**config.mk**
```make
export PLATFORM = sky130hd
export DESIGN_NAME = mttsl_queue
export DESIGN_NICKNAME = d
export VERILOG_FILES = /design/src/sv/mttsl_pkg.sv /design/src/sv/mttsl_queue.sv
export SDC_FILE = /design/constraint.sdc
export NUM_CORES = 1
export LEC_CHECK = 0
export ABC_CLOCK_PERIOD_IN_PS = 7300
export BUFFER_PORTS_ARGS = -buffer_cell sky130_fd_sc_hd__buf_2
export CAP_MARGIN = 0
export CORE_MARGIN = 2
export CORE_UTILIZATION = 50
export CTS_CLUSTER_DIAMETER = 120
export DETAILED_ROUTE_END_ITERATION = 6
export PLACE_DENSITY = 0.76
export SLEW_MARGIN = 0
export SYNTH_ARGS = -nofsm -noshare
export SYNTH_HDL_FRONTEND = slang
export SYNTH_SLANG_ARGS = --single-unit
```
**constraint.sdc**
```tcl
create_clock -name clk -period 7.3 [get_ports clk]
set_input_delay 0 -clock clk [delete_from_list [all_inputs] [get_ports clk]]
set_output_delay 0 -clock clk [all_outputs]
set_load 0.03 [all_outputs]
```
**src/sv/mttsl_pkg.sv**
```systemverilog
// mttsl_pkg: shared types and constants for the time-to-sample lookup block
// no dependencies; used by every module of the block

package mttsl_pkg;

  // action codes of an input item
  localparam logic ACT_WRITE = 1'b0;
  localparam logic ACT_QUERY = 1'b1;

  // configuration register indexes
  localparam int CFG_IDX_W  = 2;
  localparam int CFG_DATA_W = 32;
  localparam logic [CFG_IDX_W-1:0] CFG_TIME_SCALE = 2'd0;
  localparam logic [CFG_IDX_W-1:0] CFG_ENTRIES    = 2'd1;

  // register reset values
  localparam logic [31:0] TIME_SCALE_RST = 32'd1000;
  localparam logic [8:0]  ENTRIES_RST    = 9'd0;

  // default table size
  localparam int TABLE_DEPTH_DEF = 256;

  // classified command passed from the front end to the back end
  typedef struct packed {
    logic        is_query;
    logic [7:0]  entry_index;
    logic [31:0] run_count;
    logic [31:0] run_duration;
    logic [31:0] media_time;
  } cmd_t;

endpackage

```
**src/sv/mttsl_queue.sv**
```systemverilog
// mttsl_queue: two-entry command queue between front and back end
// depends on mttsl_pkg

module mttsl_queue (
  input  logic            clk,
  input  logic            rst,
  input  logic            push_valid,
  output logic            push_ready,
  input  mttsl_pkg::cmd_t push_cmd,
  output logic            pop_valid,
  input  logic            pop_ready,
  output mttsl_pkg::cmd_t pop_cmd
);

  mttsl_pkg::cmd_t slots [2];
  logic            wr_ptr;
  logic            rd_ptr;
  logic [1:0]      fill;
  logic            do_push;
  logic            do_pop;

  assign push_ready = (fill != 2'd2);
  assign pop_valid  = (fill != 2'd0);
  assign pop_cmd    = slots[rd_ptr];
  assign do_push    = push_valid && push_ready;
  assign do_pop     = pop_valid && pop_ready;

  // pointers and fill level
  always_ff @(posedge clk) begin
    if (rst) begin
      wr_ptr <= 1'b0;
      rd_ptr <= 1'b0;
      fill   <= 2'd0;
    end else begin
      if (do_push) begin
        wr_ptr <= ~wr_ptr;
      end
      if (do_pop) begin
        rd_ptr <= ~rd_ptr;
      end
      if (do_push && !do_pop) begin
        fill <= fill + 2'd1;
      end else if (do_pop && !do_push) begin
        fill <= fill - 2'd1;
      end
    end
  end

  // slot storage
  always_ff @(posedge clk) begin
    if (do_push) begin
      slots[wr_ptr] <= push_cmd;
    end
  end

endmodule

```
[Word-level counts from Yosys, hierarchy flattened]
Memory sizes are Yosys's and may differ from the RTL's. A register that Yosys moved wholly into a read port is not among the register bits.
Index checks and enable logic that the tools add are counted.
Cells by class
  bitwise logic cells: 2
  add/sub/neg operators: 2
  multiplexer cells: 6
  reduce and logical (&&, ||, !) cells: 8
  eq/ne operators: 1
Operators with widths (count)
  1-bit logical AND: 4
  1-bit two-way mux: 4
  2-bit two-way mux: 2
  2-bit nonzero test: 2
  2-bit by 1-bit adder with 2-bit output (second input constant): 1
  1-bit zero test: 2
  2-bit inequality test (second input constant): 1
  1-bit NOT: 2
  2-bit by 1-bit subtractor with 2-bit output (second input constant): 1
Word-level totals
  word-level logic and storage cells: 23
  register bits: 4
  memory bits (writable): 210
  input bits: 109
  memories kept: 1
Memories
  slots: words 2, bits a word 105, rd ports 1, clocked after Yosys merged registers in 1, wr ports 1, line mttsl_queue.sv:15  | mttsl_pkg::cmd_t slots [2];

[Logic depth before layout (Yosys ltp)]
Gate-level depths: netlist of the first run.
  word-level depth: 6
  depth in mapped cells: 6

[Worst setup path before layout of the first run]
No wires, ideal clock.
  path kind: register to register
  start point: reg fill[0]
  end point: mem slots[1][0] in the netlist's numbering (enable)
  data arrival time: 3.291 ns
  stages on the path, launching flop included: 3
  slack: 3.532 ns
  required time: 6.823 ns
  cells stage by stage: dfxtp_1 -> nand2b_1 -> and3_1
Between the ends
  cells in the longest elaborated chain, start to end: 4
RTL lines
  start, declared: line mttsl_queue.sv:18  | logic [1:0] fill;
  start signal, assigned: line mttsl_queue.sv:42  | fill <= fill + 2'd1;
  start signal, assigned: line mttsl_queue.sv:44  | fill <= fill - 2'd1;
  2-bit inequality test: line mttsl_queue.sv:22  | assign push_ready = (fill != 2'd2);
  net push_ready: line mttsl_queue.sv:8  | output logic push_ready,
  1-bit logical AND: line mttsl_queue.sv:25  | assign do_push = push_valid && push_ready;
  1-bit two-way mux: line mttsl_queue.sv:51  | if (do_push) begin
  1-bit two-way mux (not written as such): line mttsl_queue.sv:52  | slots[wr_ptr] <= push_cmd;
  end, declared: line mttsl_queue.sv:15
The timed path passes the listed nets, and every way through them passes these cells.

==> results of run 1 <==
==> power by group through the flow <==
stage	combinational [uW]	clock (uW)	sequential, uW
after global routing	1210	1220	1650
after global placement	1090	0	1650
after detailed placement	1100	0	1660
final	1150	1150	1630
after CTS	1150	1160	1630
after floorplan	907	0	1610
==> stage by stage <==
step / hold slack [ns] / setup WS (ns)
detailed placement: 0.191 / 4.80
global route: 0.220 / 4.31
global placement: 0.188 / 4.94
CTS: 0.213 / 4.40
finish: 0.229 / 4.48
floorplan: 0.0691 / 3.53
==> cells in the final DEF (no fill, tap or decap), types with 2 or more instances in the layout <==
cell           synthesis  routed
buf_2                  5     215
edfxtp_1             210     210
dlygate4sd3_1          0     109
mux2_2                55      55
mux2_4                50      50
clkbuf_16              0      23
bufinv_16              0       4
clkinv_1               0       4
dfxtp_1                5       4
xor2_1                 3       3
nor2_1                 3       3
clkinv_2               0       3
clkbuf_1               0       3
buf_4                  0       3
o21ai_0                2       2
a21oi_1                2       2
==> worst max-delay path by stage <==
| stage | to | slack (ns) |
|---|---|---|
| 2_1_floorplan | slots[1][0]$_DFFE_PP_ | 3.53 |
| 3_3_place_gp | slots[1][41]$_DFFE_PP_ | 4.94 |
| 3_5_place_dp | slots[0][30]$_DFFE_PP_ | 4.80 |
| 4_1_cts | pop_cmd[36] | 4.40 |
| 5_1_grt | pop_cmd[39] | 4.31 |
| 6_report | pop_cmd[12] | 4.48 |
==> what timing repair did <==
item / in CTS / in global routing
setup buffers: 0 / 0
hold buffers: 109 / 0
setup endpoints to repair: 0 / 0
hold endpoints to repair: 215 / 0
==> critical path, cell delays in order, from the launching register on <==
cell	delay, ns
dfxtp_4	0.88
buf_4	0.77
mux2_2	0.42
buf_2	0.18
==> logic make-up (layout without fill, tap and decap cells) <==
kind of cell,count (synthesis),after routing,share of synthesized area
AND/OR/NAND/NOR,9,9,0.00622
multiplexers,105,105,0.170
adder cells (fa/ha/maj),1,1,0.00155
flip-flops,215,215,0.796
buffers and inverters,13,366,0.0193
AO/OA/AOI/OAI,5,5,0.00373
XOR/XNOR,3,3,0.00326
==> final cells by class <==
| cell class | instances | share of cell area |
|---|---|---|
| clock buffer | 26 | 0.0528 |
| clock inverter | 12 | 0.0143 |
| inverter | 1 | 0.000563 |
| multi-input combinational | 123 | 0.134 |
| sequential | 215 | 0.577 |
| tap | 216 | 0.0243 |
| timing repair buffer | 327 | 0.197 |
==> per-layer routing <==
layer,global-route usage,vias to the layer above,wire [um]
li1,-,2072,-
met1,0.215,2151,6410
met2,0.319,185,8100
met3,0.0529,29,1300
met4,0.0501,0,301
met5,0,-,0
==> sequential cells by signal (all words and copies together), names as in the netlist, named ones only <==
register / count
slots: 210
fill: 2
rd_ptr: 1
wr_ptr: 1
==> flow_metrics.py, run 1 <==
metrics = {
    "min_path": {
        "hold_end": "slots[0][26]$_DFFE_PP_",
        "hold_class": "in -> reg",
        "whs_path_depth": 2,
        "hp-start": "push_cmd[26]",
    },
    "logic_synthesis": {
        "synth_most_common_cell": "edfxtp_1",
        "ys_top_cells_by_count": "edfxtp_1, mux2_2, mux2_4",
        "synth_top_cell_area_share": 0.783,
        "synthCells": 351,
        "synth_top_cell_by_area": "edfxtp_1",
        "ys_ff_latch": 215,
        "yosys.cell_types.count": 21,
        "yosys_warnings": 0,
        "synth-edff-count": 210,
        "async_reset_ff_frac": 0,
        "syn_nets": 461,
        "synth.area.top_cells": "edfxtp_1, mux2_4, mux2_2",
        "syn_avg_cell_area_sq_um": 22.9,
        "synth_area_sq_um": 8050,
        "synth-seq-area-share": 0.796,
        "dominantRegCellSynth": "edfxtp_1",
    },
    "clock_tree": {
        "numCtsBuffers": 22,
        "clk_latency_ns": 0.49,
        "post_cts_resized": 0,
        "numClockSinks": 215,
        "cts-root-buf": "clkbuf_16",
        "cts_tree": "yes",
        "clock_path_buffers": 3,
        "cts_max_level": 1,
        "clk_pin_slew_ns": 0.06,
    },
    "power": {
        "intPower_uw": 2710,
        "combPwrFrac": 0.293,
        "p_sw_frac": 0.309,
        "ir_drop_mv": 0.413,
        "power_density_nw_per_um2": 353,
        "clkPwrFrac": 0.292,
        "seqPwrFrac": 0.415,
        "p_leak_uw": 0.00430,
        "switchingPower_uw": 1210,
        "power_uw": 3930,
    },
    "die": {
        "row_count": 46,
        "die_w_um": 131,
        "ioPinCount": 216,
        "die_y_um": 131,
        "start_util": 0.509,
        "core_sq_um": 15800,
        "dieArea_sq_um": 17100,
    },
    "timing": {
        "finClkSkew_ns": 0.0124,
        "relSlewSlack": 0.426,
        "hold_viol": 0,
        "max_slew.worst_pin.slew_ns": 0.861,
        "max_freq_ghz": 0.355,
        "rsz0062_at_grt": "false",
        "finalSetupTns_ns": 0,
        "setup_viol": 0,
        "min_period_ns": 2.82,
        "report.final.slew_viol_count": 0,
        "period_share": 0.386,
    },
    "detailed_routing": {
        "drc": 0,
        "vias": 4437,
        "ant_nets": 0,
        "drtIter0Drc": 248,
        "drtPass1Iterations": 4,
        "avgRoutedWirePerCell_um": 17.5,
        "avgViaCountPerCell": 4.82,
        "routed_wl_um": 16100,
    },
    "cells_and_area": {
        "layout.area.seq_sq_um": 6410,
        "multi_input_area_sq_um": 1490,
        "antenna-diode-count": 0,
        "finalInstanceArea_sq_um": 11100,
        "layout-drive-gt1-share": 0.510,
        "final_util": 0.702,
        "final_cell_count_no_fill": 920,
        "syn2layout_area_growth_pct": 38.1,
        "final_nets": 800,
        "n_fill_cell": 977,
    },
    "critical_path": {
        "startpoint_type": "register",
        "cp_max_fo": 54,
        "crit_required_ns": 7.30,
        "arrival_ns": 2.82,
        "rrSetupSlack_ns": 4.80,
        "reg2regPathDepth": 4,
        "endpoint_kind": "primary output",
        "r2r-start": "fill[0]$_SDFFE_PP0P_",
        "critPathKind": "reg -> out",
        "rr_endpoint": "slots[0][31]$_DFFE_PP_",
    },
    "global_route": {
        "grt-ovfl-total": 0,
        "grt.total_usage": 0.180,
        "grt_pass1_wl_um": 23300,
        "antenna_found_initial": 0,
        "grt_pass1_vias": 4641,
        "grt_max_degree": 59,
    },
    "status": {
        "status": "completed",
    },
    "placement": {
        "gp_congestion": 0.746,
        "dp_cells": 773,
        "io_buffers": 215,
        "placed_cell_area_sq_um": 9280,
        "dp_hpwl_um": 9570,
    },
    "job": {
        "max_cap_violations": 0,
    },
}
(Power assumes the default switching activity.)
==> inputs of run 2 (changes only) <==
--- a/config.mk
+++ b/config.mk
@@ -5,7 +5,7 @@
 export SDC_FILE = /design/constraint.sdc
 export NUM_CORES = 1
 export LEC_CHECK = 0
-export ABC_CLOCK_PERIOD_IN_PS = 7300
+export ABC_CLOCK_PERIOD_IN_PS = 2900
 export BUFFER_PORTS_ARGS = -buffer_cell sky130_fd_sc_hd__buf_2
 export CAP_MARGIN = 0
 export CORE_MARGIN = 2
==> constraint.sdc (replaced) <==
create_clock -name clk -period 2.9 [get_ports clk]
set_input_delay 0 -clock clk [delete_from_list [all_inputs] [get_ports clk]]
set_output_delay 0 -clock clk [all_outputs]
set_load 0.03 [all_outputs]
==> flow_metrics.py, run 2 (synthesis results as in run 1) <==
metrics = {
    "clock_tree": {
        "clock_path_buffers": 3,
        "cts-root-buf": "clkbuf_16",
        "numCtsBuffers": 22,
        "cts_tree": "yes",
        "clk_pin_slew_ns": 0.06,
        "numClockSinks": 215,
        "cts_setup_buffers": 0,
        "cts_max_level": 1,
        "clk_latency_ns": 0.49,
    },
    "critical_path": {
        "cp_max_fo": 46,
        "slowest_stage": "dfxtp_4",
        "r2r-start": "fill[0]$_SDFFE_PP0P_",
        "crit_chain": "buf_12, mux2_2, buf_2",
        "rr_endpoint": "slots[1][27]$_DFFE_PP_",
        "endpoint_kind": "primary output",
        "crit_required_ns": 2.90,
        "arrival_ns": 2.16,
        "startpoint_type": "register",
        "rrSetupSlack_ns": 0.98,
        "reg2regPathDepth": 3,
        "cpPeakStageDelay_ns": 0.82,
        "critPathKind": "reg -> out",
    },
    "timing": {
        "finalSetupTns_ns": 0,
        "min_period_ns": 2.16,
        "setup_viol": 0,
        "rsz0062_at_grt": "false",
        "finClkSkew_ns": 0.00610,
        "hold_viol": 0,
        "max_freq_ghz": 0.464,
        "setup_ws_ns": 0.743,
        "period_share": 0.744,
        "report.final.slew_viol_count": 0,
        "max_slew.worst_pin.slew_ns": 0.708,
        "relSlewSlack": 0.528,
    },
    "min_path": {
        "whs_path_depth": 2,
        "hp-start": "push_cmd[6]",
        "hold_end": "slots[0][6]$_DFFE_PP_",
        "hold_class": "in -> reg",
    },
    "global_route": {
        "grt_max_degree": 106,
        "grt_pass1_wl_um": 23700,
        "grt-ovfl-total": 0,
        "antenna_found_initial": 0,
        "grt_pass1_vias": 4776,
        "grt.total_usage": 0.181,
    },
    "cells_and_area": {
        "final_nets": 803,
        "syn2layout_area_growth_pct": 39.6,
        "layout_commonest_cell": "buf_2",
        "final_cell_mix": "buf_2, edfxtp_1, dlygate4sd3_1",
        "top_regs": "slots: 210 flops, fill: 2 flops",
        "n_fill_cell": 960,
        "largest_register_ffs": 210,
        "layout-drive-gt1-share": 0.513,
        "largest-register": "slots",
        "antenna-diode-count": 0,
        "final_util": 0.710,
    },
    "die": {
        "core_sq_um": 15800,
        "ioPinCount": 216,
        "die_w_um": 131,
        "start_util": 0.509,
        "dieArea_sq_um": 17100,
        "row_count": 46,
        "die_y_um": 131,
    },
    "placement": {
        "gp_congestion": 0.723,
        "pre_cts_slack_ns": 0.969,
        "dp_hpwl_um": 9560,
        "io_buffers": 215,
    },
    "detailed_routing": {
        "drc": 0,
        "routed_wl_um": 16400,
        "ant_nets": 0,
        "avgRoutedWirePerCell_um": 17.7,
        "avgViaCountPerCell": 4.88,
        "drtPass1Iterations": 4,
        "drtIter0Drc": 223,
        "vias": 4514,
    },
    "status": {
        "status": "completed",
    },
    "power": {
        "ir_drop_mv": 0.758,
        "power_density_nw_per_um2": 896,
        "p_leak_uw": 0.00434,
    },
    "job": {
        "max_cap_violations": 0,
    },
}
## run 2: cell count changes in the layout (fill, tap and decap cells not counted)
cell,before,now
clkinv_1,4,3
buf_12,0,5
clkinvlp_4,0,3
clkbuf_1,3,4
bufinv_16,4,5
clkinv_2,3,2
buf_4,3,1
inv_4,1,0
## run 2: cell type report
class	count	area [sq um]	share of cell area
well taps	216	270	0.0240
clock buffers	27	591	0.0525
repair buffers	330	2270	0.202
flip-flops and latches	215	6410	0.570
multi-input cells	123	1490	0.133
clock inverters	13	195	0.0174
inverters	1	7.51	0.000668
## run 2: worst max path at each step
stage                         startpoint                     end  cells past startpoint
floorplan           fill[0]$_SDFFE_PP0P_   slots[0][0]$_DFFE_PP_                      3
global placement    fill[0]$_SDFFE_PP0P_  slots[1][32]$_DFFE_PP_                      3
detailed placement  fill[0]$_SDFFE_PP0P_  slots[1][27]$_DFFE_PP_                      3
CTS                             register             pop_cmd[38]                      3
global route                    register             pop_cmd[37]                      3
finish                          register             pop_cmd[38]                      3
## run 2: power breakdown
group	leakage (uW)	total, uW	switching (uW)	internal (uW)
registers	0.00200	4090	202	3880
logic	0.00196	2980	1780	1200
clock network	0.000376	3010	1110	1900
## run 2: worst max-delay path: cells and delay by family (launching register included)
| kind | cells | cell delay (ns) |
|---|---|---|
| flip-flops | 1 | 0.82 |
| buffers and inverters | 2 | 0.48 |
| multiplexers | 1 | 0.36 |
## run 2: what timing repair did
action                                 4_1_cts  5_1_grt
endpoints found under the hold margin      215        0
hold buffers                               109        0
resized for setup                            0        0
## run 2: metrics by stage
stage                     hold slack [ns]  cells  instance area (sq um)  total power, uW
after detailed placement            0.191    776                   9370             7000
final                               0.230    925                  11200            10100
after CTS                           0.212    925                  11200            10100
after global routing                0.224    925                  11200            10500
after floorplan                    0.0691    351                   8060             6320
after global placement              0.189    776                   9370             6930
## run 2: layer usage
layer,GRT usage,wire length [um],up-vias
li1,-,-,2083
met1,0.210,6360,2212
met2,0.332,8550,194
met3,0.0497,1220,25
met4,0.0482,239,0
met5,0,0,-
