[src/sv/mttsl_pkg.sv]
// mttsl_pkg: shared types and constants for the time-to-sample lookup block
// no dependencies; used by every module of the block

package mttsl_pkg;

  // action codes of an input item
  localparam logic ACT_WRITE = 1'b0;
  localparam logic ACT_QUERY = 1'b1;

  // configuration register indexes
  localparam int CFG_IDX_W  = 2;
  localparam int CFG_DATA_W = 32;
  localparam logic [CFG_IDX_W-1:0] CFG_TIME_SCALE = 2'd0;
  localparam logic [CFG_IDX_W-1:0] CFG_ENTRIES    = 2'd1;

  // register reset values
  localparam logic [31:0] TIME_SCALE_RST = 32'd1000;
  localparam logic [8:0]  ENTRIES_RST    = 9'd0;

  // default table size
  localparam int TABLE_DEPTH_DEF = 256;

  // classified command passed from the front end to the back end
  typedef struct packed {
    logic        is_query;
    logic [7:0]  entry_index;
    logic [31:0] run_count;
    logic [31:0] run_duration;
    logic [31:0] media_time;
  } cmd_t;

endpackage

[src/sv/mttsl_in_if.sv]
// mttsl_in_if: input channel carrying write and query items
// depends on nothing beyond standard types

interface mttsl_in_if;
  logic        valid;
  logic        ready;
  logic        action;
  logic [7:0]  entry_index;
  logic [31:0] run_sample_count;
  logic [31:0] run_sample_duration;
  logic [31:0] time_seconds;

  modport source (
    output valid, action, entry_index, run_sample_count, run_sample_duration, time_seconds,
    input  ready
  );
  modport sink (
    input  valid, action, entry_index, run_sample_count, run_sample_duration, time_seconds,
    output ready
  );
endinterface

[src/sv/mttsl_front.sv]
// mttsl_front: accepts input items, classifies them and converts query time
// depends on mttsl_pkg and mttsl_in_if

module mttsl_front (
  input  logic                clk,
  input  logic                rst,
  input  logic [31:0]         time_scale,
  mttsl_in_if.sink            in_ch,
  output logic                cmd_valid,
  input  logic                cmd_ready,
  output mttsl_pkg::cmd_t     cmd
);

  logic [31:0] media_lo;

  // low 32 bits of seconds times timescale
  assign media_lo = in_ch.time_seconds * time_scale;

  // stage register frees as soon as the queue takes its command
  assign in_ch.ready = !cmd_valid || cmd_ready;

  // stage valid
  always_ff @(posedge clk) begin
    if (rst) begin
      cmd_valid <= 1'b0;
    end else if (in_ch.ready) begin
      cmd_valid <= in_ch.valid;
    end
  end

  // stage payload
  always_ff @(posedge clk) begin
    if (in_ch.valid && in_ch.ready) begin
      cmd.is_query     <= (in_ch.action == mttsl_pkg::ACT_QUERY);
      cmd.entry_index  <= in_ch.entry_index;
      cmd.run_count    <= in_ch.run_sample_count;
      cmd.run_duration <= in_ch.run_sample_duration;
      cmd.media_time   <= media_lo;
    end
  end

endmodule

[src/flat_wrapper.sv]
// flat-port wrapper written by rule: the top's interface ports become plain ports
module mttsl_front_flat 
  (clk, rst, time_scale, cmd_valid, cmd_ready, cmd, in_ch_valid, in_ch_action, in_ch_entry_index, in_ch_run_sample_count, in_ch_run_sample_duration, in_ch_time_seconds, in_ch_ready);
  mttsl_in_if in_ch_i ();
  input  logic clk;
  input  logic rst;
  input  logic [31:0] time_scale;
  output logic cmd_valid;
  input  logic cmd_ready;
  output mttsl_pkg::cmd_t cmd;
  input wire logic [$bits(in_ch_i.valid)-1:0] in_ch_valid;
  input wire logic [$bits(in_ch_i.action)-1:0] in_ch_action;
  input wire logic [$bits(in_ch_i.entry_index)-1:0] in_ch_entry_index;
  input wire logic [$bits(in_ch_i.run_sample_count)-1:0] in_ch_run_sample_count;
  input wire logic [$bits(in_ch_i.run_sample_duration)-1:0] in_ch_run_sample_duration;
  input wire logic [$bits(in_ch_i.time_seconds)-1:0] in_ch_time_seconds;
  output wire logic [$bits(in_ch_i.ready)-1:0] in_ch_ready;
  assign in_ch_i.valid = in_ch_valid;
  assign in_ch_i.action = in_ch_action;
  assign in_ch_i.entry_index = in_ch_entry_index;
  assign in_ch_i.run_sample_count = in_ch_run_sample_count;
  assign in_ch_i.run_sample_duration = in_ch_run_sample_duration;
  assign in_ch_i.time_seconds = in_ch_time_seconds;
  assign in_ch_ready = in_ch_i.ready;
  mttsl_front u_core (.clk(clk), .rst(rst), .time_scale(time_scale), .in_ch(in_ch_i), .cmd_valid(cmd_valid), .cmd_ready(cmd_ready), .cmd(cmd));
endmodule
[config.mk]
export PLATFORM = sky130hd
export DESIGN_NAME = mttsl_front_flat
export DESIGN_NICKNAME = d
export VERILOG_FILES = /design/src/sv/mttsl_pkg.sv /design/src/sv/mttsl_in_if.sv /design/src/sv/mttsl_front.sv /design/src/flat_wrapper.sv
export SDC_FILE = /design/constraint.sdc
export NUM_CORES = 1
export LEC_CHECK = 0
export ABC_AREA = 1
export BUFFER_PORTS_ARGS = -buffer_cell sky130_fd_sc_hd__buf_2
export CAP_MARGIN = 20
export CORE_MARGIN = 4
export CORE_UTILIZATION = 53
export DETAILED_ROUTE_END_ITERATION = 6
export PLACE_DENSITY = 0.81
export SLEW_MARGIN = 20
export SYNTH_ARGS = -nofsm -noshare
export SYNTH_HDL_FRONTEND = slang
export SYNTH_SLANG_ARGS = --single-unit
[constraint.sdc]
create_clock -name clk -period 10.8 [get_ports clk]
set_input_delay 2.16 -clock clk [delete_from_list [all_inputs] [get_ports clk]]
set_output_delay 2.16 -clock clk [all_outputs]
set_load 0.03 [all_outputs]
Yosys cells after proc, flatten, opt, wreduce, memory -nomap -nowiden
Cells that the tools add are included.
- bits in registers: 106
- input bits: 141
- output and inout bits: 107
- word-level logic and storage cells: 10
- multipliers: 1
- reductions and logical operators: 3
- operators by type and width (operator ; count):
    multiplier 32 x 32 -> 32 bit ; 1
    logical AND 1 bit ; 1
    logical NOT 1 bit ; 1
    logical OR 1 bit ; 1

Logic depth before layout (Yosys ltp)
Gate-level depths: netlist (run 1).
- depth in word-level cells: 3
- mapped depth: 31
- gate-level depth less buffers: 29

Worst setup path after synthesis (run 1)
OpenSTA, ideal clock, no wires.
- kind: input to register
- start point: input in_ch_time_seconds[12]
- end point: register, netlist name u_core.cmd[29]
- library setup time: 0.262 ns
- data arrival time: 8.115 ns
- data required time: 10.538 ns
- path slack: 2.423 ns
- cell stages on the path: 23
- path buffers: 2
- path through: clkbuf_1 -> clkbuf_1 -> nand2_1 -> fa_1 -> fa_1 -> fa_1 -> inv_1 -> fa_1 -> inv_1 -> fa_1 -> inv_1 -> fa_1 -> fa_1 -> fa_1 -> ha_1 -> nand2_1 -> nor4_1 -> nand3_1 -> nand3_1 -> nand2_1 -> nand2_2 -> a21oi_1 -> xor2_1
- word-level cells in the longest chain between the ends: 1
- RTL lines (element ; line ; text):
    start: declaration ; flat_wrapper.sv:16 ; input wire logic [$bits(in_ch_i.time_seconds)-1:0] in_ch_time_seconds;
    multiplier 32 x 32 -> 32 bit ; mttsl_front.sv:17 ; assign media_lo = in_ch.time_seconds * time_scale;
    net u_core.media_lo[29] ; mttsl_front.sv:14 ; logic [31:0] media_lo;
The timed path passes the listed nets, and every way through them passes these cells.
A chain may end at the register's enable or synchronous reset.

Worst setup path after layout (run 1)
- start point: input time_scale[2]
- end point: register, netlist name u_core.cmd[29]
- word-level cells in the longest chain between the ends: 1
- RTL lines (element ; line ; text):
    start: declaration ; flat_wrapper.sv:7 ; input logic [31:0] time_scale;
    multiplier 32 x 32 -> 32 bit ; mttsl_front.sv:17 ;
    net u_core.media_lo[29] ; mttsl_front.sv:14 ;
The timed path passes the listed nets, and every way through them passes these cells.

==> out/metrics.cfg, run 1 <==
[timing]
max_slew_margin=0.316
drv_slew=0
hold_violations=0
fin_crit_ps=8670
worstMarginPinSlew_ps=1030
max_freq_mhz=115
fin_skew_ps=9.06
setup_viol=0
tns_ps=0
rsz0062_at_grt=false
min_period_over_period=0.803

[logic_synthesis]
synthArstFlopShare=0
yosysMostFrequentCell=inv_1
syn-num-nets=3095
ys_seq_area_frac=0.158
synthCells=2423
yosysWarnings=0
synthTopCellsByCount=794 x inv_1, 699 x nand2_1, 408 x fa_1, 123 x ha_1, 105 x edfxtp_1
yosysTopAreaCell=fa_1
synth_area_leaders=fa_1 41%, edfxtp_1 16%, inv_1 15%
synth_area_sq_um=20100
ys.flop_type=edfxtp_1
ys_seq_elements=106
synth_top_cell_area_share=0.407
synth-edff-count=105
avgSynthCellArea_sq_um=8.28
synth.distinct_cells=32

[critical_path]
slowest_stage=fa_1
endpoint_kind=flop
criticalPathCategory=primary input to flop
setup.worst_path.start_class=primary input
required_ps=10890
path_max_fanout=31
r2r_slack_ps=8520
cp_cell_sequence=buf_2, nand2_1, inv_1, fa_1, inv_1, fa_1, fa_1, fa_1, inv_1, fa_1, fa_1, fa_1, fa_1, ha_1, nand2_1, nor4_1, nand3_1, nand3_1, nand2_1, nand2_2, a21oi_1, xor2_1
cp.arrival_ps=8760
critPathMaxStageDelay_ps=600
path_common_cell=fa_1

[layout]
area_growth_pct=8.68
drive_gt1_frac=0.108
finalNetCount=3251
num_antenna_cells=0

[grt]
grt_pass1_wl_mm=85.7
grt_pass1_vias=16700
grt.overflow.total=0
grt_use_total=0.263
grt_antenna_before_repair=0
grt_max_degree=84

[routing]
drt_iter0_drc=1435
drc_errors=0
vias=15700
drt-wirelength-per-cell_microns=17.2
viasPerCell=5.07
ant_nets=0
routed_wl_mm=53.3
firstDrtPassIters=7

[die]
die-height_microns=203
dieWidth_microns=203
core_sq_um=37500
initial_utilization=0.535
ioPinCount=248
fp.dieArea_sq_um=41100
num_rows=71

[clock_tree]
cts-buffers-inserted=9
clock_latency_ps=340
cts_tree=done
cts_setup_buffers=0
holdBufCountCts=0
path_clk_slew_ps=70
clockRootBuffer=clkbuf_16
htreeDepth=3
cts.sinks=106
clk_path_buf_depth=2
cts_resized=0

[min_path]
hp-class=flop to flop

[place]
dp_hpwl_mm=44.2
place_congestion=0.935
numPortBuffers=247

[status]
status=finished, final reports clean

[flow_run]
cap_violations=0

## per-stage QoR
stage / cell area [sq um] / util / setup slack [ps] / instances / hold slack [ps]
3_5_place_dp: 21500 / 0.575 / 1870 / 3079 / 568
6_report: 21800 / 0.582 / 2130 / 3095 / 580
5_1_grt: 21800 / 0.582 / 1810 / 3095 / 593
3_3_place_gp: 21500 / 0.575 / 2090 / 3079 / 537
4_1_cts: 21800 / 0.582 / 2220 / 3095 / 576
2_1_floorplan: 20100 / - / 2420 / 2423 / 832
## final timing paths
path	startpoint	endpoint	cells after the start
setup / recovery	time_scale[2]	u_core.cmd[29]$_DFFE_PP_	22
hold / removal	u_core.cmd_valid$_SDFFE_PP0N_	u_core.cmd_valid$_SDFFE_PP0N_	2
setup reg to reg	u_core.cmd_valid$_SDFFE_PP0N_	u_core.cmd[52]$_DFFE_PP_	2
hold reg to reg	u_core.cmd_valid$_SDFFE_PP0N_	u_core.cmd_valid$_SDFFE_PP0N_	2
## cells in the final DEF, fill, tap and decap left out, types with 2 or more instances in the layout
cell	netlist	final
xnor2_1	14	14
buf_4	6	2
buf_2	19	247
clkinvlp_4	0	2
o21ai_1	3	3
nor2_1	18	18
fa_1	408	408
o21ai_0	8	8
o21bai_1	5	5
nand2_1	699	699
inv_1	794	794
nand3_1	49	49
nor4_1	2	2
ha_1	123	123
a31oi_1	4	4
inv_2	5	5
nor3_1	4	4
edfxtp_1	105	105
a21oi_1	30	29
nand2_2	4	4
nand3b_1	8	8
clkbuf_16	0	9
a21oi_4	1	2
xor2_1	27	27
## registers in the layout, indices dropped and copies added, names as in the netlist
| register | flops |
|---|---|
| u_core.cmd_valid | 1 |
| u_core.cmd | 105 |
## cell families (layout without fill, tap and decap cells)
group / Yosys count / count (layout) / share of synthesized area
compound gates: 55 / 55 / 0.0159
xor+xnor: 41 / 41 / 0.0179
fa+ha+maj: 531 / 531 / 0.484
buf+inv: 903 / 1064 / 0.171
flops: 106 / 106 / 0.158
simple gates: 787 / 787 / 0.153
## final cells by class
cell class,count,area [sq um]
fillers,3283,15700
multi-input cells,1414,13500
flip-flops and latches,106,3170
inverters,799,3000
repair buffers,249,1250
well taps,511,639
clock buffers,9,225
clock inverters,7,52.6
## routing by layer
metal	wire, microns	vias up	global-route usage
met5	0	-	0
met4	2120	0	0.0936
met3	5270	145	0.0395
met2	26200	877	0.462
met1	19600	7605	0.334
li1	-	7054	-
## worst max-delay path, delay by kind of cell
kind | cells | cell delay [ps]
AO/OA/AOI/OAI | 1 | 80
XOR/XNOR | 1 | 140
adder cells (fa/ha/maj) | 9 | 4250
buffers and inverters | 4 | 850
AND/OR/NAND/NOR | 7 | 1260
Power of run 1 is left out: the tool's default activity adds up to more than one toggle a clock period on the data nets, which glitch-free logic cannot reach.
==> run 2: changes to the inputs <==
ABC_AREA = 0   (was 1)
clock period = 8.6 ns   (was 10.8 ns; I/O delays follow)
==> run 2 against run 1 <==
  * Worst hold slack worse by 40 ps
  * Synthesized cell count down 25%
  * Clock skew increased by 7.8 ps
  * Critical endpoint is now u_core.cmd[31]$_DFFE_PP_
  * Via count down 16%
  * Global-route usage decreased by 1.4 points
  * Highest routed layer unchanged
  * Non-clock buffer count rose by 16
  * Routed wire length shrank 12%
  * First-iteration DRC count shrank 54%
  * Register-to-register slack lost 2000 ps
  * Sequential share of layout area rose by 0.52 points
==> out/metrics.cfg, run 2 <==
[status]
status=finished, final reports clean  ; unchanged

[layout]
largest_reg_flops=105  ; unchanged
multi_input_area_sq_um=14300  ; was 13,500 sq um
largest-register=u_core.cmd  ; unchanged
final_common_cell=fa_1  ; was inv_1
seq_area_sq_um=3170  ; unchanged
mostFrequentLayoutCells=408 x fa_1, 368 x and2_1, 361 x inv_1  ; was 794 x inv_1, 699 x nand2_1, 408 x fa_1
drive_gt1_frac=0.149  ; was 0.108
largestRegisters=u_core.cmd: 105 flops, u_core.cmd_valid: 1 flops  ; unchanged
area_growth_pct=10.1  ; was 8.68%
finalNetCount=2692  ; was 3,251
nFillCells=3019  ; was 3,283
num_antenna_cells=0  ; unchanged

[clock_tree]
cts-buffers-inserted=9  ; unchanged
holdBufCountCts=0  ; unchanged
cts_tree=done  ; unchanged
cts.sinks=106  ; unchanged
path_clk_slew_ps=80  ; was 70 ps
cts_resized=0  ; unchanged
clock_latency_ps=370  ; was 340 ps
clk_path_buf_depth=2  ; unchanged
htreeDepth=3  ; unchanged
clockRootBuffer=clkbuf_16  ; unchanged
cts_setup_buffers=0  ; unchanged

[grt]
grt_pass1_vias=14600  ; was 16,700
grt.overflow.total=0  ; unchanged
grt_use_total=0.249  ; was 0.263
grt_max_degree=67  ; was 84
grt_pass1_wl_mm=76.2  ; was 85.7 mm
grt_antenna_before_repair=0  ; unchanged

[timing]
max_slew_margin=0.464  ; was 0.316
hold_violations=0  ; unchanged
drv_slew=0  ; unchanged
min_period_over_period=0.943
worstMarginPinSlew_ps=804  ; was 1030 ps
setup_viol=0  ; unchanged
max_freq_mhz=123
rsz0062_at_grt=false  ; unchanged
fin_crit_ps=8110
fin_skew_ps=16.8  ; was 9.06 ps
tns_ps=0  ; unchanged

[place]
dp_hpwl_mm=38.8  ; was 44.2 mm
place_congestion=0.922  ; was 0.935
numPortBuffers=247  ; unchanged

[logic_synthesis]
synthTopCellsByCount=408 x fa_1, 369 x and2_1, 361 x inv_1, 171 x nand2_1, 123 x ha_1  ; was 794 x inv_1, 699 x nand2_1, 408 x fa_1, 123 x ha_1, 105 x edfxtp_1
synthArstFlopShare=0  ; unchanged
ys_seq_elements=106  ; unchanged
synthCells=1828  ; was 2,423
yosysTopAreaCell=fa_1  ; unchanged
synth_top_cell_area_share=0.427  ; was 0.407
yosysWarnings=0  ; unchanged
synth_area_leaders=fa_1 43%, edfxtp_1 16%, and2_1 12%  ; was fa_1 41%, edfxtp_1 16%, inv_1 15%
yosysMostFrequentCell=fa_1  ; was inv_1
synth.distinct_cells=60  ; was 32
ys.flop_type=edfxtp_1  ; unchanged
ys_seq_area_frac=0.166  ; was 0.158
avgSynthCellArea_sq_um=10.5  ; was 8.28 sq um
synth-edff-count=105  ; unchanged
synth_area_sq_um=19100  ; was 20,100 sq um
syn-num-nets=2500  ; was 3,095

[routing]
routed_wl_mm=47.0  ; was 53.3 mm
ant_nets=0  ; unchanged
drt-wirelength-per-cell_microns=18.9  ; was 17.2 microns
firstDrtPassIters=6  ; was 7
viasPerCell=5.32  ; was 5.07
drc_errors=0  ; unchanged
vias=13200  ; was 15,700
drt_iter0_drc=657  ; was 1,435

[critical_path]
r2r_slack_ps=6500  ; was 8520 ps
setup.worst_path.start_class=primary input  ; unchanged
worst_r2r_endpoint=u_core.cmd[31]$_DFFE_PP_  ; was u_core.cmd[52]$_DFFE_PP_
endpoint_kind=flop  ; unchanged
cp.arrival_ps=8220  ; was 8760 ps
required_ps=8700  ; was 10,890 ps
r2r_cells=3  ; was 2
path_max_fanout=21  ; was 31
criticalPathCategory=primary input to flop  ; unchanged
r2r-start=u_core.cmd_valid$_SDFFE_PP0N_  ; unchanged

[die]
initial_utilization=0.538  ; was 0.535
ioPinCount=248  ; unchanged
core_sq_um=35600  ; was 37,500 sq um
dieWidth_microns=198  ; was 203 microns
die-height_microns=198  ; was 203 microns
num_rows=69  ; was 71
fp.dieArea_sq_um=39200  ; was 41,100 sq um

[min_path]
hold_depth=2  ; unchanged
hold_end=u_core.cmd_valid$_SDFFE_PP0N_  ; unchanged
hp-start=u_core.cmd_valid$_SDFFE_PP0N_  ; unchanged
hp-class=flop to flop  ; unchanged

[flow_run]
cap_violations=0  ; unchanged

## run 2: changes by cell type after synthesis, moves of 18 or more
cell / delta
xnor2_1: +49
nand2_1: -528
inv_1: -433
nand3_1: -47
buf_2: -18
and2_1: +369
## run 2: final cells by class
cell class                 instances  share of cell area
multi-input combinational       1277               0.677
sequential                       106               0.151
clock inverter                     7             0.00457
inverter                         361              0.0643
clock buffer                       9              0.0107
timing repair buffer             265              0.0651
tap                              461              0.0274
## run 2: worst max path at each step
stage / startpoint / end / slack, ps / depth (start not counted)
2_1_floorplan: time_scale[3] / u_core.cmd[30]$_DFFE_PP_ / 520 / 23
3_3_place_gp: time_scale[5] / u_core.cmd[28]$_DFFE_PP_ / 310 / 22
3_5_place_dp: time_scale[5] / u_core.cmd[28]$_DFFE_PP_ / 80 / 22
4_1_cts: time_scale[5] / u_core.cmd[31]$_DFFE_PP_ / 510 / 22
5_1_grt: time_scale[5] / u_core.cmd[31]$_DFFE_PP_ / 160 / 22
6_report: in_ch_time_seconds[11] / u_core.cmd[31]$_DFFE_PP_ / 490 / 22
## run 2: cell families (layout without fill, tap and decap cells)
logic type,count (synthesis),in the layout,share of synthesized area
adder cells (fa/ha/maj),531,531,0.508
XOR/XNOR,83,83,0.0391
AO/OA/AOI/OAI,84,84,0.0321
buffers and inverters,445,642,0.0885
multiplexers,1,1,0.000589
AND/OR/NAND/NOR,578,578,0.166
flip-flops,106,106,0.166
## run 2: per-layer routing
metal	share of wire	routed length (microns)	up-vias	track usage
met5	0	0	-	0
met4	0.051	2410	0	0.114
met3	0.071	3350	122	0.0381
met2	0.48	22400	561	0.416
met1	0.40	18800	6715	0.323
li1	-	-	5830	-
## run 2: per-stage QoR
step,util,setup slack [ps],instances,hold WS (ps),cell area (sq um)
after CTS,0.592,515,2486,551,21100
final,0.592,486,2486,540,21100
after global placement,0.583,310,2470,497,20700
after floorplan,-,519,1828,860,19100
after detailed placement,0.583,82.8,2470,538,20700
after global routing,0.592,164,2486,583,21100
## run 2: critical path, cell delays in order
cell      delay, ps
buf_2           350
and2_1          220
fa_1            450
fa_1            460
fa_1            560
inv_1            50
fa_1            470
inv_1            50
fa_1            500
inv_1            60
fa_1            540
inv_1            50
fa_1            500
fa_1            430
ha_1            370
and2_2          210
nand4_1         210
or2_2           360
o211ai_2        190
nand2_1         110
o21ai_0         240
xnor2_1         110
Power of run 2 is left out for the same reason.
